--- src/rtl/aar_pkg.sv ---
`timescale 1ns / 1ps
// ----------------------------------------------------------------------------
// aar_pkg
// Types, widths and constants shared by the axis-angle rotation matrix block.
// ----------------------------------------------------------------------------
package aar_pkg;

  localparam int AXIS_W       = 16;
  localparam int ANG_W        = 16;
  localparam int MAG_W        = 16;
  localparam int SQ_W         = 32;             // n2 = x*x + y*y + z*z
  localparam int RAD_W        = 48;             // n2 << 16
  localparam int NRM_W        = 24;             // norm in Q.8
  localparam int REM_W        = 27;             // sqrt partial remainder
  localparam int DREM_W       = 40;             // divider partial remainder
  localparam int QUO_W        = 16;             // unit magnitude, up to 32768
  localparam int U_W          = 17;             // signed unit component, Q1.15
  localparam int CW           = 34;             // CORDIC datapath
  localparam int CS_W         = 18;             // cos, sin, t
  localparam int ATAN_LEN     = 24;
  localparam int CORDIC_STEPS_DEF = 16;

  localparam logic signed [CW-1:0] GAIN_Q30 = 34'sd652032874;
  localparam logic signed [15:0]   ONE_Q14  = 16'sd16384;

  typedef struct packed {
    logic signed [AXIS_W-1:0] axis_x;
    logic signed [AXIS_W-1:0] axis_y;
    logic signed [AXIS_W-1:0] axis_z;
    logic [ANG_W-1:0]         turn_angle;
  } aar_in_t;

  typedef struct packed {
    logic signed [15:0] m00;
    logic signed [15:0] m01;
    logic signed [15:0] m02;
    logic signed [15:0] m10;
    logic signed [15:0] m11;
    logic signed [15:0] m12;
    logic signed [15:0] m20;
    logic signed [15:0] m21;
    logic signed [15:0] m22;
    logic               zero_axis;
  } aar_out_t;

  // data carried past the norm and divide cells
  typedef struct packed {
    logic [2:0]            neg;
    logic [2:0][MAG_W-1:0] mag;
    logic [ANG_W-1:0]      ang;
    logic                  zero;
  } aar_side_t;

  typedef struct packed {
    logic [RAD_W-1:0] rad;
    logic [REM_W-1:0] rem;
    logic [NRM_W-1:0] root;
    aar_side_t        side;
  } aar_sq_t;

  typedef struct packed {
    logic [2:0][DREM_W-1:0] rem;
    logic [2:0][QUO_W-1:0]  quo;
    logic [NRM_W-1:0]       nrm;
    aar_side_t              side;
  } aar_dv_t;

  typedef struct packed {
    logic signed [CW-1:0] x;
    logic signed [CW-1:0] y;
    logic signed [CW-1:0] z;
    logic [2:0][U_W-1:0]  u;
    logic                 flip;
    logic                 zero;
  } aar_cr_t;

  typedef struct packed {
    logic signed [CS_W-1:0] c;
    logic signed [CS_W-1:0] s;
    logic signed [CS_W-1:0] t;
    logic [2:0][U_W-1:0]    u;
    logic                   zero;
  } aar_pm_t;

  // atan(2^-i), 2^32 per turn
  function automatic logic [31:0] atan_entry(input int idx);
    logic [31:0] v;
    case (idx)
      0:  v = 32'h20000000;
      1:  v = 32'h12E4051E;
      2:  v = 32'h09FB385B;
      3:  v = 32'h051111D4;
      4:  v = 32'h028B0D43;
      5:  v = 32'h0145D7E1;
      6:  v = 32'h00A2F61E;
      7:  v = 32'h00517C55;
      8:  v = 32'h0028BE53;
      9:  v = 32'h00145F2F;
      10: v = 32'h000A2F98;
      11: v = 32'h000517CC;
      12: v = 32'h00028BE6;
      13: v = 32'h000145F3;
      14: v = 32'h0000A2F9;
      15: v = 32'h0000517D;
      16: v = 32'h000028BE;
      17: v = 32'h0000145F;
      18: v = 32'h00000A30;
      19: v = 32'h00000518;
      20: v = 32'h0000028C;
      21: v = 32'h00000146;
      22: v = 32'h000000A3;
      23: v = 32'h00000051;
      default: v = 32'h0;
    endcase
    return v;
  endfunction

endpackage

--- src/rtl/aar_div_cell.sv ---
`timescale 1ns / 1ps
// ----------------------------------------------------------------------------
// aar_div_cell
// One quotient bit of the three restoring dividers (axis / norm).
// ----------------------------------------------------------------------------
module aar_div_cell import aar_pkg::*; (
  input  logic    clk,
  input  logic    rst_n,
  input  logic    en,
  input  logic    vld_i,
  input  aar_dv_t d_i,
  output logic    vld_o,
  output aar_dv_t d_o
);

  logic              vld_r;
  aar_dv_t           d_r;
  aar_dv_t           d_nxt;
  logic [DREM_W-1:0] dvs;
  logic [DREM_W-1:0] rem_n;
  logic              ge;

  always_comb begin
    d_nxt = d_i;
    dvs   = {1'b0, d_i.nrm, 15'b0};
    rem_n = '0;
    ge    = 1'b0;
    for (int k = 0; k < 3; k++) begin
      ge            = (d_i.rem[k] >= dvs);
      rem_n         = ge ? (d_i.rem[k] - dvs) : d_i.rem[k];
      d_nxt.rem[k]  = {rem_n[DREM_W-2:0], 1'b0};
      d_nxt.quo[k]  = {d_i.quo[k][QUO_W-2:0], ge};
    end
  end

  always_ff @(posedge clk) begin
    if (!rst_n) begin
      vld_r <= 1'b0;
    end else if (en) begin
      vld_r <= vld_i;
    end
  end

  always_ff @(posedge clk) begin
    if (en) begin
      d_r <= d_nxt;
    end
  end

  assign vld_o = vld_r;
  assign d_o   = d_r;

endmodule

--- config.mk ---
export PLATFORM = sky130hd
export DESIGN_NAME = aar_div_cell
export DESIGN_NICKNAME = d
export VERILOG_FILES = /design/src/rtl/aar_pkg.sv /design/src/rtl/aar_div_cell.sv
export SDC_FILE = /design/constraint.sdc
export NUM_CORES = 1
export LEC_CHECK = 0
export BUFFER_PORTS_ARGS = -buffer_cell sky130_fd_sc_hd__buf_4
export CAP_MARGIN = 30
export CORE_AREA = 2 2 206 208
export DETAILED_ROUTE_END_ITERATION = 16
export DIE_AREA = 0 0 208 210
export HOLD_SLACK_MARGIN = 0.06
export PLACE_DENSITY = 0.62
export SLEW_MARGIN = 20
export SYNTH_ARGS = -nofsm -noshare
export SYNTH_HDL_FRONTEND = slang
export SYNTH_SLANG_ARGS = --single-unit
--- constraint.sdc ---
create_clock -name clk -period 3 [get_ports clk]
set_input_delay 0.15 -clock clk [delete_from_list [all_inputs] [get_ports clk]]
set_output_delay 0.15 -clock clk [all_outputs]
set_load 0.005 [all_outputs]
### Yosys cells after proc, flatten, opt, wreduce, memory -nomap -nowiden

Index checks and enable logic that the tools add are counted.

* register bits after elaboration: 258
* output and inout bits: 261

* add/subtract/negate cells: 3
* magnitude comparators: 3
* mux-type cells: 3

Operator list (count)
* >= comparator 40 x 39 -> 1 bit: 3
* 2-to-1 mux 39 bit: 3
* subtractor 39 bit: 3

### Longest topological paths before layout

Gate-level depths: netlist (run 1).

* depth after elaboration: 2
* gate-level depth with buffers: 14
* depth with buffers taken out: 12

### Worst setup path after synthesis (run 1)

OpenSTA, ideal clock, no wires.

* path type: input-to-reg
* from: in d_i[195] (netlist name)
* to: reg d_r (netlist bit d_o[218]), data pin
* setup time: 260 ps
* arrival time: 2460 ps
* data required time: 2740 ps
* setup slack: 280 ps
* stages: 12
* path through: inv_1 > ha_1 > fa_1 > nor2b_4 > o31a_1 > o2111a_2 > o31ai_4 > nor2_2 > a2111oi_4 > a21oi_2 > xor2_1 > mux2_4

RTL lines
* start: declaration: RTL line aar_div_cell.sv:11 `input aar_dv_t d_i,`
* end signal: assignment: RTL line aar_div_cell.sv:46 `d_r <= d_nxt;`
* end: declaration: RTL line aar_div_cell.sv:17 `aar_dv_t d_r;`

==> results of run 1 <==
## timing repair
item	CTS	global route
gates resized for setup	0	27
hold endpoints to repair	258	0
endpoints found under the setup margin	0	55
buffers inserted	0	2
hold buffers	257	0
## cell families (layout without fill, tap and decap cells)
| group | Yosys count | after routing | share of synthesized area (%) |
|---|---|---|---|
| other cells | 1 | 6 | 0.03071 |
| buf+inv | 63 | 931 | 2.193 |
| compound gates | 187 | 187 | 9.940 |
| xor+xnor | 58 | 58 | 4.160 |
| fa+ha+maj | 75 | 75 | 7.870 |
| mux | 52 | 52 | 4.755 |
| simple gates | 186 | 186 | 7.685 |
| flops | 258 | 258 | 63.37 |
## through the flow
stage               instances  area [um^2]  setup TNS (ns)
floorplan                 882        12220               0
global placement         1977        17170        -0.01590
detailed placement       1977        17170         -0.5098
CTS                      2286        20680               0
global route             2292        20840         -0.6415
finish                   2292        20840               0
## layout by cell type, fill, tap and decap left out, types with 8 or more instances in the layout
cell type,netlist,routed
nor3_1,15,14
mux2_1,34,34
o21a_1,9,9
nor2_1,43,42
o21ai_0,35,33
o21bai_1,8,8
nand4_1,9,9
edfxtp_1,257,257
xnor2_1,36,36
o21ai_1,11,12
mux2_2,10,10
buf_4,4,568
a21o_1,22,22
nor4_1,10,8
dlygate4sd3_1,0,257
ha_1,72,70
a21oi_1,56,52
nand2_1,49,49
nor2b_1,10,9
inv_1,45,42
xor2_1,22,22
clkbuf_16,0,32
nand3_1,11,10
## sequential cells by signal, summed over array words and instances (netlist names)
register,flops
d_o,257
vld_o,1
## routing by layer
layer | GRT usage, % | vias to the layer above | wire [um]
met4 | 5.429 | 0 | 1139
li1 | - | 5041 | -
met1 | 22.84 | 5137 | 17830
met2 | 36.93 | 347 | 23910
met3 | 3.531 | 59 | 2491
met5 | 0 | - | 0
## final cells by class
type                            instances  share of cell area, %
Timing Repair Buffer                  833                  33.53
Inverter                               46                 0.8825
Tap cell                              539                  3.236
Clock buffer                           36                  3.812
Clock inverter                         16                 0.6844
Sequential cell                       258                  37.13
Multi-Input combinational cell        561                  20.69
Antenna cell                            3                0.03602
## path summary, 6_finish.rpt
check	startpoint	to	slack, ns	cells past startpoint
max	d_i[68]	d_o[178]	0.03	13
min reg2reg	vld_o	vld_o	1.09	3
max reg2reg	vld_o	vld_o	1.85	3
min	d_i[179]	d_o[92]	0.15	4
## power groups by stage
stage                     clock network [mW]  registers [mW]  logic (mW)
after floorplan                            0            4.64       0.840
after global placement                     0            4.60        2.16
after detailed placement                   0            4.60        2.19
after CTS                               3.68            4.53        2.49
after global routing                    3.82            4.57        2.72
final                                   3.58            4.53        2.52
## tightest hold or removal path, delay by kind of cell
family,cells,cell delay (ns)
compound gates,1,0.04
buf+inv,2,0.28
simple gates,1,0.11
==> flow_metrics.py, run 1 <==
metrics = {
    "synthesis": {
        "synth_ff_type": "edfxtp_1",
        "synth_top_cells_by_area": "edfxtp_1 63%, ha_1 7.4%, mux2_1 3.1%",
        "synth_top_area_cell": "edfxtp_1",
        "syn-cell-area_mm2": 0.01221,
        "post_synth_num_cell_types": 76,
        "synth-edff-count": 257,
        "synth_top_cells_by_count": "257 x edfxtp_1, 72 x ha_1, 56 x a21oi_1",
        "yosysWarnings": 0,
        "post-synth-top-count-cell": "edfxtp_1",
        "async_flop_share_pct": 0,
        "seq_area_frac_synth_pct": 63.37,
        "avgSynthCellArea_um2": 13.88,
        "syn-instance-count": 880,
        "synth.ff_latch_count": 258,
        "synth.top_cell.area_share_pct": 63.20,
    },
    "drt": {
        "num_vias": 10584,
        "drt-initial-drc-count": 491,
        "drt_drc_violations_left": 0,
        "drt-total-wl_mm": 45.37,
        "first_pass_iters": 5,
        "detail_route.vias_per_cell": 4.618,
        "avgRoutedWirePerCell_um": 19.80,
        "final_antenna_net_count": 0,
    },
    "global_routing": {
        "grt_overflow_total": 0,
        "first_global_vias": 11097,
        "antenna_found_initial": 3,
        "grt_pass1_wl_mm": 66.31,
        "global_route_total_usage_across_every_layer_pct": 19.65,
        "pin_count_of_the_biggest_net_entering_global_routing": 75,
    },
    "power": {
        "share_comb_of_total_power_pct": 23.7,
        "seq_power_share_pct": 42.7,
        "sw_frac_of_total_pct": 25.94,
        "power_density_mw_per_mm2": 510.1,
        "total_power_mw": 10.63,
        "p_int_mw": 7.874,
        "power_frac_clock_pct": 33.7,
        "net-switching-power_mw": 2.757,
        "static_leakage_nw": 8.916,
        "worst_ir_drop_vdd_mv": 0.4888,
    },
    "die": {
        "core_box_area_mm2": 0.04148,
        "die-height_um": 210,
        "die_w_um": 208,
        "die-area_mm2": 0.04368,
        "floorplan.initialDensity_pct": 29.44,
        "rows": 75,
        "io_pins": 525,
    },
    "finish": {
        "fillerInstances": 3535,
        "drive_above_1_share_pct": 38.46,
        "final_nets": 2069,
        "multi_input_comb_area_mm2": 0.004313,
        "seqCellArea_mm2": 0.007737,
        "finalCoreUtilization_pct": 50.25,
        "syn_to_final_growth_pct": 70.68,
    },
    "sta": {
        "postLayoutSetupSlackWorst_ns": 0.03008,
        "final.min_clock_period_ns": 2.970,
        "maxSlewHeadroom_pct": 59.15,
        "timing_hold_violations_final": 0,
        "hold-worst-slack_ns": 0.1477,
        "tightest_slew_ns": 0.6128,
        "report.final.slew_viol_count": 0,
        "timing.clock.skew_ns": 0,
        "period_utilisation_layout_pct": 99.00,
        "finalSetupViolCount": 0,
        "rsz0062_at_grt": "yes",
        "max_freq_mhz": 336.7,
    },
    "worst_setup_path": {
        "critPathArrivalTime_ns": 3.28,
        "crit_path_end_kind": "flip-flop",
        "critical_path.slowest_cell": "dlygate4sd3_1",
        "cp_num_buf_inv": 2,
        "slowest_delay_ns": 0.54,
        "cells_traversed_along_the_worst_timing_path": "dlygate4sd3_1, buf_4, ha_1, fa_1, nand2b_1, a21oi_2, a211o_1, o31ai_2, a31o_2, o2111ai_1, a21oi_1, xnor2_1, mux2_2",
        "criticalPathCategory": "input port to flip-flop",
        "cp_max_fo": 4,
        "cp_data_required_time_ns": 3.31,
        "setup.worst_path.start_class": "input port",
        "kind_of_cell_with_the_highest_combined_delay_on_the_critical_path": "compound AO/OA/AOI/OAI gates",
    },
    "place": {
        "dpl.hpwl_mm": 33.21,
        "gp_congestion": 0.8755,
        "dp_slack_ns": -0.04101,
        "io_buffers": 518,
    },
    "cts": {
        "cts.sink_count": 258,
        "cts.htree.levels": 1,
        "ctsRootBufferMaster": "clkbuf_16",
        "clk_latency_ns": 0.56,
        "cts_buffers": 30,
        "path_clk_slew_ns": 0.06,
        "cts_tree": "yes",
        "max-clock-path-buffers": 3,
    },
    "run": {
        "max_cap_viol_count": 0,
    },
    "min_path": {
        "min-delay-path-class": "input port to flip-flop",
    },
    "status": {
        "run_status": "finished, final reports clean",
    },
}
(Power assumes the default switching activity.)
==> inputs of run 2 (changes only) <==
REMOVE_ABC_BUFFERS = 1   (was unset)
==> run 2 against run 1 <==
Net effect:
- flip-flop and latch count did not move
- first-iteration DRC count shrank 3.3%
- clock power rose by 8.1%
- non-clock buffer count grew 6
- clock skew is the same
- final cell count up 0.48%
- fmax rose by 2.1%
- combinational power grew 2%
- worst setup slack better by 0.060 ns
- critical path depth rose by 1
- count of clock-buffer cells in the layout fell by 2
- core utilization rose by 0.62 points
==> flow_metrics.py, run 2 (same netlist as run 1, synthesis figures left out) <==
metrics = {
    "status": {
        "run_status": "finished, final reports clean",
    },
    "sta": {
        "timing_hold_violations_final": 0,
        "tightest_slew_ns": 0.6269,
        "period_utilisation_layout_pct": 96.98,
        "timing.clock.skew_ns": 0,
        "maxSlewHeadroom_pct": 57.82,
        "timing.setup.tns_ns": 0,
        "report.final.slew_viol_count": 0,
        "max_freq_mhz": 343.7,
        "final.min_clock_period_ns": 2.910,
        "postLayoutSetupSlackWorst_ns": 0.09047,
        "finalSetupViolCount": 0,
    },
    "finish": {
        "final_nets": 2075,
        "syn_to_final_growth_pct": 72.77,
        "layout_common_cells": "569 x buf_4, 257 x edfxtp_1, 252 x dlygate4sd3_1",
        "fillerInstances": 3537,
        "multi_input_comb_area_mm2": 0.004369,
        "largest_register_ffs": 257,
        "seqCellArea_mm2": 0.007737,
        "mostFrequentLayoutCell": "buf_4",
        "post_layout_nonfiller_instances": 2303,
        "final_cell_area_mm2": 0.02110,
        "drive_above_1_share_pct": 39.15,
    },
    "global_routing": {
        "antenna_found_initial": 5,
        "global_route_total_usage_across_every_layer_pct": 19.81,
        "grt_pass1_wl_mm": 66.31,
        "pin_count_of_the_biggest_net_entering_global_routing": 76,
        "first_global_vias": 11180,
        "grt_overflow_total": 0,
    },
    "power": {
        "power_density_mw_per_mm2": 520.2,
        "total_power_mw": 10.98,
        "static_leakage_nw": 9.095,
        "worst_ir_drop_vdd_mv": 0.3954,
    },
    "min_path": {
        "min_delay_worst_endpoint": "d_o[200]",
        "timing.hold.worst.start": "d_i[199]",
        "min-delay-path-class": "input port to flip-flop",
        "number_of_stages_on_the_worst_hold_path": 2,
    },
    "worst_setup_path": {
        "setup.worst_path.start_class": "input port",
        "crit_path_end_kind": "flip-flop",
        "worst-r2r-cell-count": 3,
        "worst-r2r-setup-slack_ns": 1.83,
        "cells_traversed_along_the_worst_timing_path": "dlygate4sd3_1, buf_4, inv_1, buf_4, ha_1, nand3_1, nor2_1, a211o_1, o31ai_2, a31o_2, o2111ai_1, a21oi_1, xnor2_1, mux2_2",
        "capture_instance_of_the_worst_register_to_register_path": "vld_o",
        "criticalPathCategory": "input port to flip-flop",
        "critPathArrivalTime_ns": 3.22,
        "cp_max_fo": 3,
        "cp-startpoint": "d_i[74]",
        "slowest_delay_ns": 0.58,
        "cp_data_required_time_ns": 3.31,
        "crit_path_frequent_cell": "buf_4",
        "r2r-start": "vld_o",
        "critical_path.slowest_cell": "dlygate4sd3_1",
    },
    "place": {
        "gp_congestion": 0.8590,
        "placed_cell_area_mm2": 0.01720,
        "dp_slack_ns": -0.06704,
        "io_buffers": 518,
        "place_inst": 1980,
        "dpl.hpwl_mm": 33.56,
    },
    "die": {
        "die_w_um": 208,
        "die-area_mm2": 0.04368,
        "io_pins": 525,
        "core_box_area_mm2": 0.04148,
        "die-height_um": 210,
        "rows": 75,
        "floorplan.initialDensity_pct": 29.44,
    },
    "drt": {
        "final_antenna_net_count": 0,
        "avgRoutedWirePerCell_um": 19.79,
        "drt-total-wl_mm": 45.58,
        "detail_route.vias_per_cell": 4.625,
        "num_vias": 10651,
        "first_pass_iters": 7,
        "drt-initial-drc-count": 475,
        "drt_drc_violations_left": 0,
    },
    "cts": {
        "cts.htree.levels": 1,
        "path_clk_slew_ns": 0.07,
        "cts.sink_count": 258,
        "cts_tree": "yes",
        "clk_latency_ns": 0.56,
        "ctsRootBufferMaster": "clkbuf_16",
        "max-clock-path-buffers": 3,
        "cts_buffers": 30,
    },
    "run": {
        "max_cap_viol_count": 0,
    },
}
-- run 2: cell types whose count changed in the layout (fill, tap and decap cells not counted), sizes merged --
cell / previous run / this run
dlymetal6s4s: 0 / 6
buf: 575 / 580
dlygate4sd3: 257 / 252
inv: 44 / 48
bufinv: 2 / 5
clkinvlp: 5 / 2
clkbuf: 37 / 35
clkinv: 11 / 13
diode: 3 / 4
-- run 2: power breakdown --
part | total [mW] | internal, mW | switching, mW
clock network | 3.87 | 2.32 | 1.55
registers | 4.53 | 4.42 | 0.116
logic | 2.57 | 1.44 | 1.13
total | 11.0 | 8.18 | 2.79
-- run 2: per-layer routing --
metal	track usage [%]	part of all wire, %
met2	37.09	53
met4	8.022	4.0
met3	3.442	4.9
met1	22.21	38
met5	0	0.015
-- run 2: through the flow --
stage	hold slack, ns	utilization [%]
after floorplan	0.2489	-
after global placement	0.3283	41.48
after detailed placement	0.3293	41.48
after CTS	0.06315	50.14
after global routing	0.08489	50.86
final	0.08319	50.86
-- run 2: timing repair --
| item | 4_1_cts | 5_1_grt |
|---|---|---|
| hold endpoints to repair | 254 | 3 |
| gates resized for setup | 0 | 44 |
| setup endpoints to repair | 0 | 58 |
| hold buffers | 255 | 3 |
| buffers inserted | 0 | 7 |
-- run 2: cell type report --
type                            instances  share of cell area (%)
Antenna cell                            4                 0.04745
Clock buffer                           34                   3.731
Clock inverter                         22                   1.210
Inverter                               46                  0.8362
Multi-Input combinational cell        561                   20.71
Sequential cell                       258                   36.68
Tap cell                              539                   3.197
Timing Repair Buffer                  839                   33.59
-- run 2: critical path, delay by kind of cell --
family	cells	cell delay (ns)
xor gates and xnor gates	1	0.08
muxes	1	0.27
and+or+nand+nor	2	0.26
AOI/OAI and AO/OA	5	1.20
adders and majority gates	1	0.31
buffers and inverters	4	0.95
-- run 2: worst max-delay path by stage --
| stage | to | depth (start not counted) |
|---|---|---|
| after floorplan | d_o[216] | 11 |
| after global routing | d_o[258] | 15 |
| after global placement | d_o[199] | 14 |
| after detailed placement | d_o[198] | 13 |
| after CTS | d_o[198] | 14 |
| final | d_o[178] | 14 |
