[src/rtl/aar_pkg.sv]
`timescale 1ns / 1ps
// ----------------------------------------------------------------------------
// aar_pkg
// Types, widths and constants shared by the axis-angle rotation matrix block.
// ----------------------------------------------------------------------------
package aar_pkg;

  localparam int AXIS_W       = 16;
  localparam int ANG_W        = 16;
  localparam int MAG_W        = 16;
  localparam int SQ_W         = 32;             // n2 = x*x + y*y + z*z
  localparam int RAD_W        = 48;             // n2 << 16
  localparam int NRM_W        = 24;             // norm in Q.8
  localparam int REM_W        = 27;             // sqrt partial remainder
  localparam int DREM_W       = 40;             // divider partial remainder
  localparam int QUO_W        = 16;             // unit magnitude, up to 32768
  localparam int U_W          = 17;             // signed unit component, Q1.15
  localparam int CW           = 34;             // CORDIC datapath
  localparam int CS_W         = 18;             // cos, sin, t
  localparam int ATAN_LEN     = 24;
  localparam int CORDIC_STEPS_DEF = 16;

  localparam logic signed [CW-1:0] GAIN_Q30 = 34'sd652032874;
  localparam logic signed [15:0]   ONE_Q14  = 16'sd16384;

  typedef struct packed {
    logic signed [AXIS_W-1:0] axis_x;
    logic signed [AXIS_W-1:0] axis_y;
    logic signed [AXIS_W-1:0] axis_z;
    logic [ANG_W-1:0]         turn_angle;
  } aar_in_t;

  typedef struct packed {
    logic signed [15:0] m00;
    logic signed [15:0] m01;
    logic signed [15:0] m02;
    logic signed [15:0] m10;
    logic signed [15:0] m11;
    logic signed [15:0] m12;
    logic signed [15:0] m20;
    logic signed [15:0] m21;
    logic signed [15:0] m22;
    logic               zero_axis;
  } aar_out_t;

  // data carried past the norm and divide cells
  typedef struct packed {
    logic [2:0]            neg;
    logic [2:0][MAG_W-1:0] mag;
    logic [ANG_W-1:0]      ang;
    logic                  zero;
  } aar_side_t;

  typedef struct packed {
    logic [RAD_W-1:0] rad;
    logic [REM_W-1:0] rem;
    logic [NRM_W-1:0] root;
    aar_side_t        side;
  } aar_sq_t;

  typedef struct packed {
    logic [2:0][DREM_W-1:0] rem;
    logic [2:0][QUO_W-1:0]  quo;
    logic [NRM_W-1:0]       nrm;
    aar_side_t              side;
  } aar_dv_t;

  typedef struct packed {
    logic signed [CW-1:0] x;
    logic signed [CW-1:0] y;
    logic signed [CW-1:0] z;
    logic [2:0][U_W-1:0]  u;
    logic                 flip;
    logic                 zero;
  } aar_cr_t;

  typedef struct packed {
    logic signed [CS_W-1:0] c;
    logic signed [CS_W-1:0] s;
    logic signed [CS_W-1:0] t;
    logic [2:0][U_W-1:0]    u;
    logic                   zero;
  } aar_pm_t;

  // atan(2^-i), 2^32 per turn
  function automatic logic [31:0] atan_entry(input int idx);
    logic [31:0] v;
    case (idx)
      0:  v = 32'h20000000;
      1:  v = 32'h12E4051E;
      2:  v = 32'h09FB385B;
      3:  v = 32'h051111D4;
      4:  v = 32'h028B0D43;
      5:  v = 32'h0145D7E1;
      6:  v = 32'h00A2F61E;
      7:  v = 32'h00517C55;
      8:  v = 32'h0028BE53;
      9:  v = 32'h00145F2F;
      10: v = 32'h000A2F98;
      11: v = 32'h000517CC;
      12: v = 32'h00028BE6;
      13: v = 32'h000145F3;
      14: v = 32'h0000A2F9;
      15: v = 32'h0000517D;
      16: v = 32'h000028BE;
      17: v = 32'h0000145F;
      18: v = 32'h00000A30;
      19: v = 32'h00000518;
      20: v = 32'h0000028C;
      21: v = 32'h00000146;
      22: v = 32'h000000A3;
      23: v = 32'h00000051;
      default: v = 32'h0;
    endcase
    return v;
  endfunction

endpackage

[src/rtl/aar_cordic_cell.sv]
`timescale 1ns / 1ps
// ----------------------------------------------------------------------------
// aar_cordic_cell
// One rotation-mode CORDIC micro-rotation, shift fixed by its place.
// ----------------------------------------------------------------------------
module aar_cordic_cell import aar_pkg::*; #(
  parameter int STEP = 0
) (
  input  logic    clk,
  input  logic    rst_n,
  input  logic    en,
  input  logic    vld_i,
  input  aar_cr_t d_i,
  output logic    vld_o,
  output aar_cr_t d_o
);

  localparam logic signed [CW-1:0] ATAN = $signed({2'b00, atan_entry(STEP)});

  logic                 vld_r;
  aar_cr_t              d_r;
  aar_cr_t              d_nxt;
  logic signed [CW-1:0] dx;
  logic signed [CW-1:0] dy;

  always_comb begin
    dx    = d_i.y >>> STEP;
    dy    = d_i.x >>> STEP;
    d_nxt = d_i;
    if (!d_i.z[CW-1]) begin
      d_nxt.x = d_i.x - dx;
      d_nxt.y = d_i.y + dy;
      d_nxt.z = d_i.z - ATAN;
    end else begin
      d_nxt.x = d_i.x + dx;
      d_nxt.y = d_i.y - dy;
      d_nxt.z = d_i.z + ATAN;
    end
  end

  always_ff @(posedge clk) begin
    if (!rst_n) begin
      vld_r <= 1'b0;
    end else if (en) begin
      vld_r <= vld_i;
    end
  end

  always_ff @(posedge clk) begin
    if (en) begin
      d_r <= d_nxt;
    end
  end

  assign vld_o = vld_r;
  assign d_o   = d_r;

endmodule

[config.mk]
export PLATFORM = sky130hd
export DESIGN_NAME = aar_cordic_cell
export DESIGN_NICKNAME = d
export VERILOG_FILES = /design/src/rtl/aar_pkg.sv /design/src/rtl/aar_cordic_cell.sv
export SDC_FILE = /design/constraint.sdc
export NUM_CORES = 1
export LEC_CHECK = 0
export BUFFER_PORTS_ARGS = -buffer_cell sky130_fd_sc_hd__buf_2
export CORE_AREA = 3 3 120 180
export DETAILED_ROUTE_END_ITERATION = 8
export DIE_AREA = 0 0 123 183
export GPL_TIMING_DRIVEN = 0
export PLACE_DENSITY = 0.81
export SLEW_MARGIN = 10
export SYNTH_ARGS = -nofsm -noshare
export SYNTH_HDL_FRONTEND = slang
export SYNTH_SLANG_ARGS = --single-unit
export TNS_END_PERCENT = 100
[constraint.sdc]
create_clock -name clk -period 2.88 [get_ports clk]
set_input_delay 0.144 -clock clk [delete_from_list [all_inputs] [get_ports clk]]
set_output_delay 0.144 -clock clk [all_outputs]
set_load 0.1 [all_outputs]
**Yosys cells after proc, flatten, opt, wreduce, memory -nomap -nowiden**

Cells that the tools add are included.

- Muxes and demuxes: 1
- $add $sub $neg: 5

Operators by type and width:

| kind | number |
|---|---|
| 2-to-1 mux 102 bit | 1 |
| subtractor 34 bit | 2 |
| adder 34 x 31 -> 34 bit, second input constant | 1 |
| adder 34 bit | 1 |
| subtractor 34 x 31 -> 34 bit, second input constant | 1 |

- Bits of input ports: 159
- Register bits: 156
- Output and inout bits: 156

**Logic depth before layout (Yosys ltp)**

Gate-level depths: netlist of run 1.

- Depth in word-level cells: 2
- Mapped depth: 12
- Mapped depth without buffers: 12

**Least setup slack after synthesis of run 1**

OpenSTA, ideal clock, no wires.

- Path type: input to register
- From: input port d_i[87] (netlist bit)
- To: register d_r, in the netlist d_o[153], data pin
- Arrival: 2.327 ns
- Stages: 11
- Setup time: 0.264 ns
- Slack: 0.289 ns
- Buffers on the path: 0
- Path through: ha_1 > fa_1 > nor3b_1 > o311ai_1 > nand2_1 > and3_1 > nor2_2 > o31ai_4 > a311o_1 > a211oi_2 > xor2_1

RTL lines:

| element | line | source |
|---|---|---|
| from (decl) | aar_cordic_cell.sv:13 | `input aar_cr_t d_i,` |
| to (signal assigned) | aar_cordic_cell.sv:51 | `d_r <= d_nxt;` |
| to (decl) | aar_cordic_cell.sv:21 | `aar_cr_t d_r;` |

==> run summary, run 1 <==
The flow ran to the end, and the final reports show no timing, DRC or antenna violations. The sequential cell fraction of total power came out at 31.7%. The number of design-rule violations left by the first detailed-router iteration came out at 688.

The max-slew headroom at the worst pin is 32.7%. The die is 183 um tall. The maximum resistive drop on vdd came out at 0.443 mV. The average detailed-routed wire length per instance came out at between 20 and 25 um. The required time of the worst setup path came out at 3.05 ns. The number of nets in the layout came out at 1747. The most frequent standard cell in the layout excluding fill and tap cells is buf_2.

Synthesis inferred 155 register bits. The largest single stage delay on the critical path is 0.38 ns. Subtracting the final worst setup slack from the clock period gives 2.86 ns. The first TritonRoute pass finished after 7 iterations.

The total count of hold-check failures in the final report was 0. TritonCTS built the clock tree. The number of clock buffers added by TritonCTS is 17. The number of nets in the synthesized netlist came out at roughly 1300. Once the clock tree was built, the setup fixing pass inserted 0 buffers. The combined area of all synthesized cells is 0.0106 mm2. The register area share after synthesis is 43.6%. The share of final-layout standard cells stronger than drive strength 1 is around a quarter. The number of global-route vias before repair came out at 10200.

The row count is 64. In this design, the largest share of critical-path delay is due to compound AO/OA/AOI/OAI gates. At the end of routability-driven placement, the weighted congestion stood at 1.01. The first global-routing pass estimated 55.9 mm of wire.

The final instance area is around 0.014 mm2. The worst clock skew on the final layout came out at 0 ns. The source-to-sink clock delay at the later pin of the worst-skew pair is 0.42 ns. The number of design rule violations left after detail routing is 0. The total power per unit cell area is 650 mW/mm2. The cell with the largest stage delay on the worst path is o41ai_2. In this run the static leakage power is about 6.2 nW. Setup repair after global routing left no endpoint under its margin. The fraction of synthesis flops using an asynchronous set or reset pin came out at 0%. The H-tree was split into 4 levels.

The region available for standard cell placement spans about 0.020 mm2. After legalization and detailed placement, the total HPWL measured 28.7 mm. Leaving out fill and tap cells, the most frequent cells in the layout are 328 x buf_2, 154 x edfxtp_1, 111 x a21oi_1. The worst setup path is captured at a flop. The total instance count after detailed placement is 1643. The switching power total came out at 4.19 mW. The overall track demand over capacity in global routing is 32.7%. The number of synthesized flops with an enable pin came out at 154.

The peak clock frequency supported by timing is approximately 0.35 GHz. The cell sitting at the root of the clock tree is a clkbuf_16. The dominant synthesized flop cell is edfxtp_1.

The pre-CTS setup slack came out at -0.624 ns. From synthesis to final layout, the design area changed by 32.3%. The data arrival time at the worst-slack endpoint is 3.03 ns. The average footprint of a synthesized cell is between 9 and 10 um2.

The tree built by TritonCTS fans out to 155 sinks. The critical path goes through buf_2 -> inv_1 -> ha_1 -> buf_2 -> nand4_1 -> nor3_1 -> inv_1 -> o211ai_1 -> a21oi_1 -> o41ai_2 -> or2b_1 -> a32oi_1 -> xor2_1. The number of nets still failing antenna checks after routing came out at 0. The die area came out at 0.0225 mm2. The number of standard cells after synthesis came out at 1065. The worst setup path is launched from an input pin. Net switching is between 40 and 50% of the power. Once placement finished, the instance area stood at ~0.013 mm2. The count of maximum capacitance violations came out at 0. Entering global routing, the biggest net connects between 100 and 150 pins. The total negative slack came out at 0 ns. The count of non-filler cells in the finished layout is ~1800. The aggregate routed wire length is 38.2 mm. Counting along the longest clock path gives a buffer depth of 2. Pin placement for this block handled approximately 320 I/O pins. The total via count after detailed routing is between 10000 and 15000.

The buffering stage count on the worst path with inverters included is 4. The internal power consumption is 4.97 mW. The class of the tightest hold or removal check is in2reg. The CTS clock-pin slew for the worst setup and hold paths came out at 0.06 ns. The setup slack of the critical path after layout is 0.0171 ns.

The final global-route overflow total came out at 0. The combinational fraction of design power came out at 44.1%. The initial utilization of the core area, before any placement, comes to between 50% and 60%. The number of antenna violations at the first check in global routing came out at 1. The critical-path maximum fanout is 10. The number of buffers inserted by port buffering is 313. The count of different cell masters after synthesis came out at 81. The max-slew violation count is 0. The number of filler instances in the final layout is 1497. The path type of the worst setup path is in2reg. The number of warnings issued by yosys came out at 0. The number of setup violations in the final report came out at 0.

The die is between 100 and 150 um wide. The measured slew at the worst slew-check pin is 1.01 ns. The number of vias per cell came out at 5.84. The period utilization came out at roughly 100%. Of the total power, the clock network draws 24.2%.
## power by group through the flow
stage | registers [mW] | logic (mW) | clock network [mW]
3_5_place_dp | 2.94 | 3.87 | 0
5_1_grt | 2.93 | 4.20 | 2.33
3_3_place_gp | 2.94 | 3.84 | 0
2_1_floorplan | 4.91 | 1.06 | 0
4_1_cts | 2.90 | 3.97 | 2.24
6_report | 2.90 | 4.04 | 2.21
## layer usage
metal,vias to the layer above,share of wire [%],track usage (%)
met5,-,0,0
met3,164,7.1,5.28
met2,626,53,60.4
met4,0,6.6,20.6
met1,4798,34,33.6
li1,4699,-,-
## worst reg2reg max path: stages (launching register included)
cell and delay (ns):
dfxtp_1 0.32, mux2i_1 0.17, nor2b_1 0.08
## per-stage QoR
| step | power, mW | utilization (%) | hold slack (ns) |
|---|---|---|---|
| 2_1_floorplan | 5.97 | - | 0.243 |
| 3_3_place_gp | 6.78 | 61.9 | 0.321 |
| 3_5_place_dp | 6.81 | 62.1 | 0.322 |
| 4_1_cts | 9.11 | 69.1 | 0.0158 |
| 5_1_grt | 9.46 | 69.5 | 0.0943 |
| 6_report | 9.16 | 69.5 | 0.0598 |
## registers in the layout, indices dropped and copies added (netlist names)
signal / flops
vld_o: 1
d_o: 154
## path summary, 6_finish.rpt
kind | from | endpoint | slack [ns] | cells past startpoint
worst max-delay path | d_i[99] | d_o[154]$_DFFE_PP_ | 0.02 | 13
worst min-delay path | vld_i | vld_o$_SDFFE_PN0P_ | 0.06 | 3
worst max register to register | vld_o$_SDFFE_PN0P_ | vld_o$_SDFFE_PN0P_ | 2.20 | 2
worst min register to register | vld_o$_SDFFE_PN0P_ | vld_o$_SDFFE_PN0P_ | 0.61 | 2
## cells by family (layout without fill, tap and decap cells)
family / after synthesis / after routing / share of synthesized area, %
flops: 155 / 155 / 43.6
simple gates: 231 / 231 / 10.6
other cells: 0 / 1 / 0
xor+xnor: 67 / 67 / 5.51
fa+ha+maj: 106 / 106 / 12.7
buf+inv: 151 / 581 / 5.65
compound gates: 336 / 336 / 20.1
mux: 19 / 19 / 1.79
## layout make-up
type | instances | area (um2) | share of cell area (%)
diodes | 1 | 2.50 | 0.0178
clock inverters | 14 | 145 | 1.03
well taps | 264 | 330 | 2.34
inverters | 105 | 394 | 2.80
clock buffers | 18 | 429 | 3.05
multi-input cells | 759 | 5490 | 39.0
repair buffers | 398 | 2440 | 17.3
flip-flops and latches | 155 | 4640 | 33.0
plain buffers | 46 | 209 | 1.48
## synthesized netlist by cell type, types with 4 or more instances
cell type | n | area share (%)
buf_1 | 5 | 0.18
nand2_1 | 53 | 1.9
nor3_1 | 22 | 1.0
o21a_1 | 9 | 0.63
nand4_1 | 14 | 0.82
fa_1 | 4 | 0.75
a21oi_1 | 113 | 5.3
xor2_1 | 8 | 0.66
nor2_1 | 70 | 2.5
buf_4 | 4 | 0.28
o21ai_0 | 60 | 2.8
o211ai_1 | 7 | 0.49
xnor2_1 | 59 | 4.9
nand2b_1 | 5 | 0.29
ha_1 | 102 | 12
o21bai_1 | 22 | 1.6
a31oi_1 | 8 | 0.47
o21ai_1 | 18 | 0.85
nor2b_1 | 12 | 0.71
nor4_1 | 11 | 0.65
a21o_1 | 17 | 1.2
or3_1 | 4 | 0.23
nand3_1 | 12 | 0.56
inv_2 | 9 | 0.32
buf_2 | 16 | 0.75
and3_1 | 5 | 0.29
inv_1 | 93 | 3.3
edfxtp_1 | 154 | 43
nand3b_1 | 4 | 0.28
a211o_1 | 4 | 0.33
clkbuf_1 | 21 | 0.74
o31ai_1 | 14 | 0.99
o2111ai_1 | 4 | 0.33
mux2i_1 | 19 | 1.8
a211oi_1 | 14 | 0.99
## timing repair
action | CTS | global route
pin swaps | 0 | 4
hold endpoints to repair | 84 | 0
endpoints found under the setup margin | 3 | 14
resized for setup | 2 | 18
hold buffers | 84 | 0
Power figures use the tool's default switching activity.
==> run 2, diff against run 1 <==
--- a/config.mk
+++ b/config.mk
@@ -5,12 +5,12 @@
 export SDC_FILE = /design/constraint.sdc
 export NUM_CORES = 1
 export LEC_CHECK = 0
-export BUFFER_PORTS_ARGS = -buffer_cell sky130_fd_sc_hd__buf_2
-export CORE_AREA = 3 3 120 180
+export CORE_AREA = 3 3 112 168
 export DETAILED_ROUTE_END_ITERATION = 8
-export DIE_AREA = 0 0 123 183
+export DIE_AREA = 0 0 115 171
+export DONT_BUFFER_PORTS = 1
 export GPL_TIMING_DRIVEN = 0
-export PLACE_DENSITY = 0.81
+export PLACE_DENSITY = 0.76
 export SLEW_MARGIN = 10
 export SYNTH_ARGS = -nofsm -noshare
 export SYNTH_HDL_FRONTEND = slang
==> run summary, run 2 (same netlist as run 1, synthesis figures left out) <==
The run finished, with violations left. The checks that failed: design-rule violations, negative hold slack. The wire length of the first global-routing pass came out at 53.6 mm. The worst hold path terminates at d_o[140]$_DFFE_PP_.

The number of buffers inserted by port buffering came out at 0. The final worst hold slack is -0.177 ns. The overall track demand over capacity in global routing is 36.4%. The number of nets in the layout is 1436. The internal power of the cells totals 4.62 mW. The row count is 59. Max-cap violations in this run came to 0. The area growth from synthesis to final layout is 16.5%. The number of design rule violations left after detail routing is 1.

In the layout the commonest cells are 154 x edfxtp_1, 111 x a21oi_1, 102 x ha_1. The endpoint class of the critical path is a flop. STA classifies the critical path startpoint as an input pin.

The sequential cell fraction of total power came out at 56.1%. The longest clock path from root to sink contains 2 buffers. The root buffer cell chosen for the clock tree is clkbuf_16.

The worst-case IR drop observed on VDD is approximately 0.43 mV. The first routing iteration left 1030 violations. The required time of the worst setup path came out at 3.05 ns.

The final global-route overflow total is 0. The number of antenna violations at the first check in global routing came to 0. The setup slack of the critical path after layout is 0.0932 ns. After detailed routing, the number of vias per cell comes to about 6.5. The flip-flop count of the largest register, all copies and words added came out at approximately 150. Once the floorplan was initialized, standard cells occupied roughly three fifths of the core. The first detailed-routing pass ran for 9 iterations. The final weighted congestion of routability-driven global placement is 1.03. The number of global-route vias before repair is 9203. The source-to-sink clock delay at the later pin of the worst-skew pair is 0.43 ns. TritonCTS built the clock tree.

The path type of the worst setup path is in2reg. Data on the critical path arrives at its endpoint at 2.96 ns. The max-slew violation count was 0.

The depth of the worst hold-timing path came out at 0. The height of the chip came out at 171 um. Once layout is done, the placed cells without fillers occupy 0.0124 mm2. The cell depth of the worst flop-to-flop path is 3. Subtracting the final worst setup slack from the clock period gives about 2.8 ns. The average detailed-routed wire length per instance came out at 26.7 um. The total via count after detailed routing is about 9100. During I/O placement, the number of pins put on the boundary was 315. Detailed placement finished with a half-perimeter wire length of 26.9 mm.

The clock arrives with 0 ns of skew. In this run the critical register-to-register path is launched from vld_o$_SDFFE_PN0P_. Setup repair after global routing left no endpoint under its margin. OpenSTA, run right after detailed placement, puts the worst setup slack at -0.436 ns.

Once placement completed, the tool counted placed cells totaling 1278. Timing would allow up to 0.359 GHz. The maximum level of the CTS H-tree came out at 4. In this run the tightest slew margin relative to its limit is about a quarter. The combinational fraction of design power is 18.6%. The startpoint of the tightest hold check path is en. The number of setup violations in the final report came out at 0. The maximum number of pins on one net before global-route repair came out at roughly 160.

The die is 115 um wide. The period utilization came out at 96.8%. The share of total power dissipated in the clock network is 25.3%.

Clock tree synthesis found a total of 155 sinks. The static leakage is slightly below 5 nW. The critical-path maximum fanout is 3. The measured slew at the worst slew-check pin came out at ~1.1 ns. The total count of hold-check failures in the final report is 109. The number of filler instances in the final layout is 1321. The CTS buffer count is 17.

The share of final-layout standard cells stronger than drive strength 1 came out at under 10%. The switching power total is 4.19 mW. The number of diodes added for antenna fixing came out at 0.

For this design the ratio of total power to cell area is 710 mW/mm2. The aggregate routed wire length came out at roughly 37 mm. Leaving out fill and tap cells, the most frequent cell in the layout is edfxtp_1. The detail route stage leaves a number of antenna-violating nets equal to 0. The standard cell area after detailed placement came out at 0.0109 mm2. The CTS clock-pin slew for the worst setup and hold paths came out at 0.08 ns. The post-CTS setup repair buffer count came out at 0. The die area is roughly 0.020 mm2. The worst setup slack for register-to-register paths came out at 0.86 ns.

The tightest min-delay check is of the in2reg type. After clock tree synthesis, the flow added hold-fix buffers numbering 87. The reg-to-reg critical path endpoint is vld_o$_SDFFE_PN0P_. The count of cells in the finished layout, fillers not included, comes to approximately 1400. The switching share of total power is 47.5%. The placeable core region is between 0.015 and 0.02 mm2.
-- run 2: cell types whose count changed in the layout (fill, tap and decap cells not counted), sizes merged --
cell / delta
buf: -314
inv: +7
dlygate4sd3: +3
bufinv: -2
clkinv: -2
clkinvlp: -2
clkbuf: -1
diode: -1
-- run 2: per-layer routing --
metal,track usage [%],vias up,wire [um]
met4,22.2,0,2590
met3,8.00,168,3360
met1,38.1,4248,12100
met5,0,-,0
li1,-,4084,-
met2,65.5,647,19300
-- run 2: power groups by stage --
stage               clock network (mW)  registers, mW  logic [mW]
finish                            2.23           4.95        1.64
global placement                     0           4.98        1.46
floorplan                            0           4.91        1.06
CTS                               2.18           4.94        1.57
detailed placement                   0           4.98        1.46
global route                      2.31           4.97        1.74
-- run 2: worst max path at each step --
stage	start	to	slack (ns)	depth (start not counted)
floorplan	d_i[87]	d_o[153]$_DFFE_PP_	0.29	11
global placement	d_i[87]	d_o[117]$_DFFE_PP_	-0.46	12
detailed placement	d_i[87]	d_o[117]$_DFFE_PP_	-0.44	12
CTS	d_i[87]	d_o[117]$_DFFE_PP_	0.01	12
global route	d_i[96]	d_o[119]$_DFFE_PP_	0.01	11
finish	d_i[87]	d_o[117]$_DFFE_PP_	0.09	12
-- run 2: timing repair --
action / 4_1_cts / 5_1_grt
resized for setup: 0 / 10
setup endpoints to repair: 0 / 11
endpoints found under the hold margin: 240 / 154
-- run 2: per-stage QoR --
step | total power, mW | util, % | setup TNS (ns)
after floorplan | 5.97 | - | 0
after CTS | 8.69 | 70.9 | 0
after global placement | 6.44 | 62.6 | -5.49
final | 8.81 | 71.2 | 0
after global routing | 9.02 | 71.2 | 0
after detailed placement | 6.44 | 62.6 | -4.88
-- run 2: final cells by class --
| type | count | area, um2 | area share (%) |
|---|---|---|---|
| tap | 213 | 267 | 2.15 |
| clock inverter | 15 | 149 | 1.20 |
| multi-input combinational | 759 | 5450 | 43.9 |
| buffer | 46 | 208 | 1.67 |
| sequential | 155 | 4640 | 37.4 |
| timing repair buffer | 87 | 871 | 7.02 |
| clock buffer | 17 | 425 | 3.43 |
| inverter | 105 | 394 | 3.18 |
-- run 2: critical path, cell delays in order --
cell	delay (ns)
inv_1	0.02
ha_1	0.21
fa_1	0.39
and2b_1	0.23
o31ai_1	0.12
a211oi_2	0.38
a21oi_1	0.18
o311a_1	0.37
o221ai_1	0.36
a41oi_1	0.17
nor3_1	0.24
xnor2_1	0.13
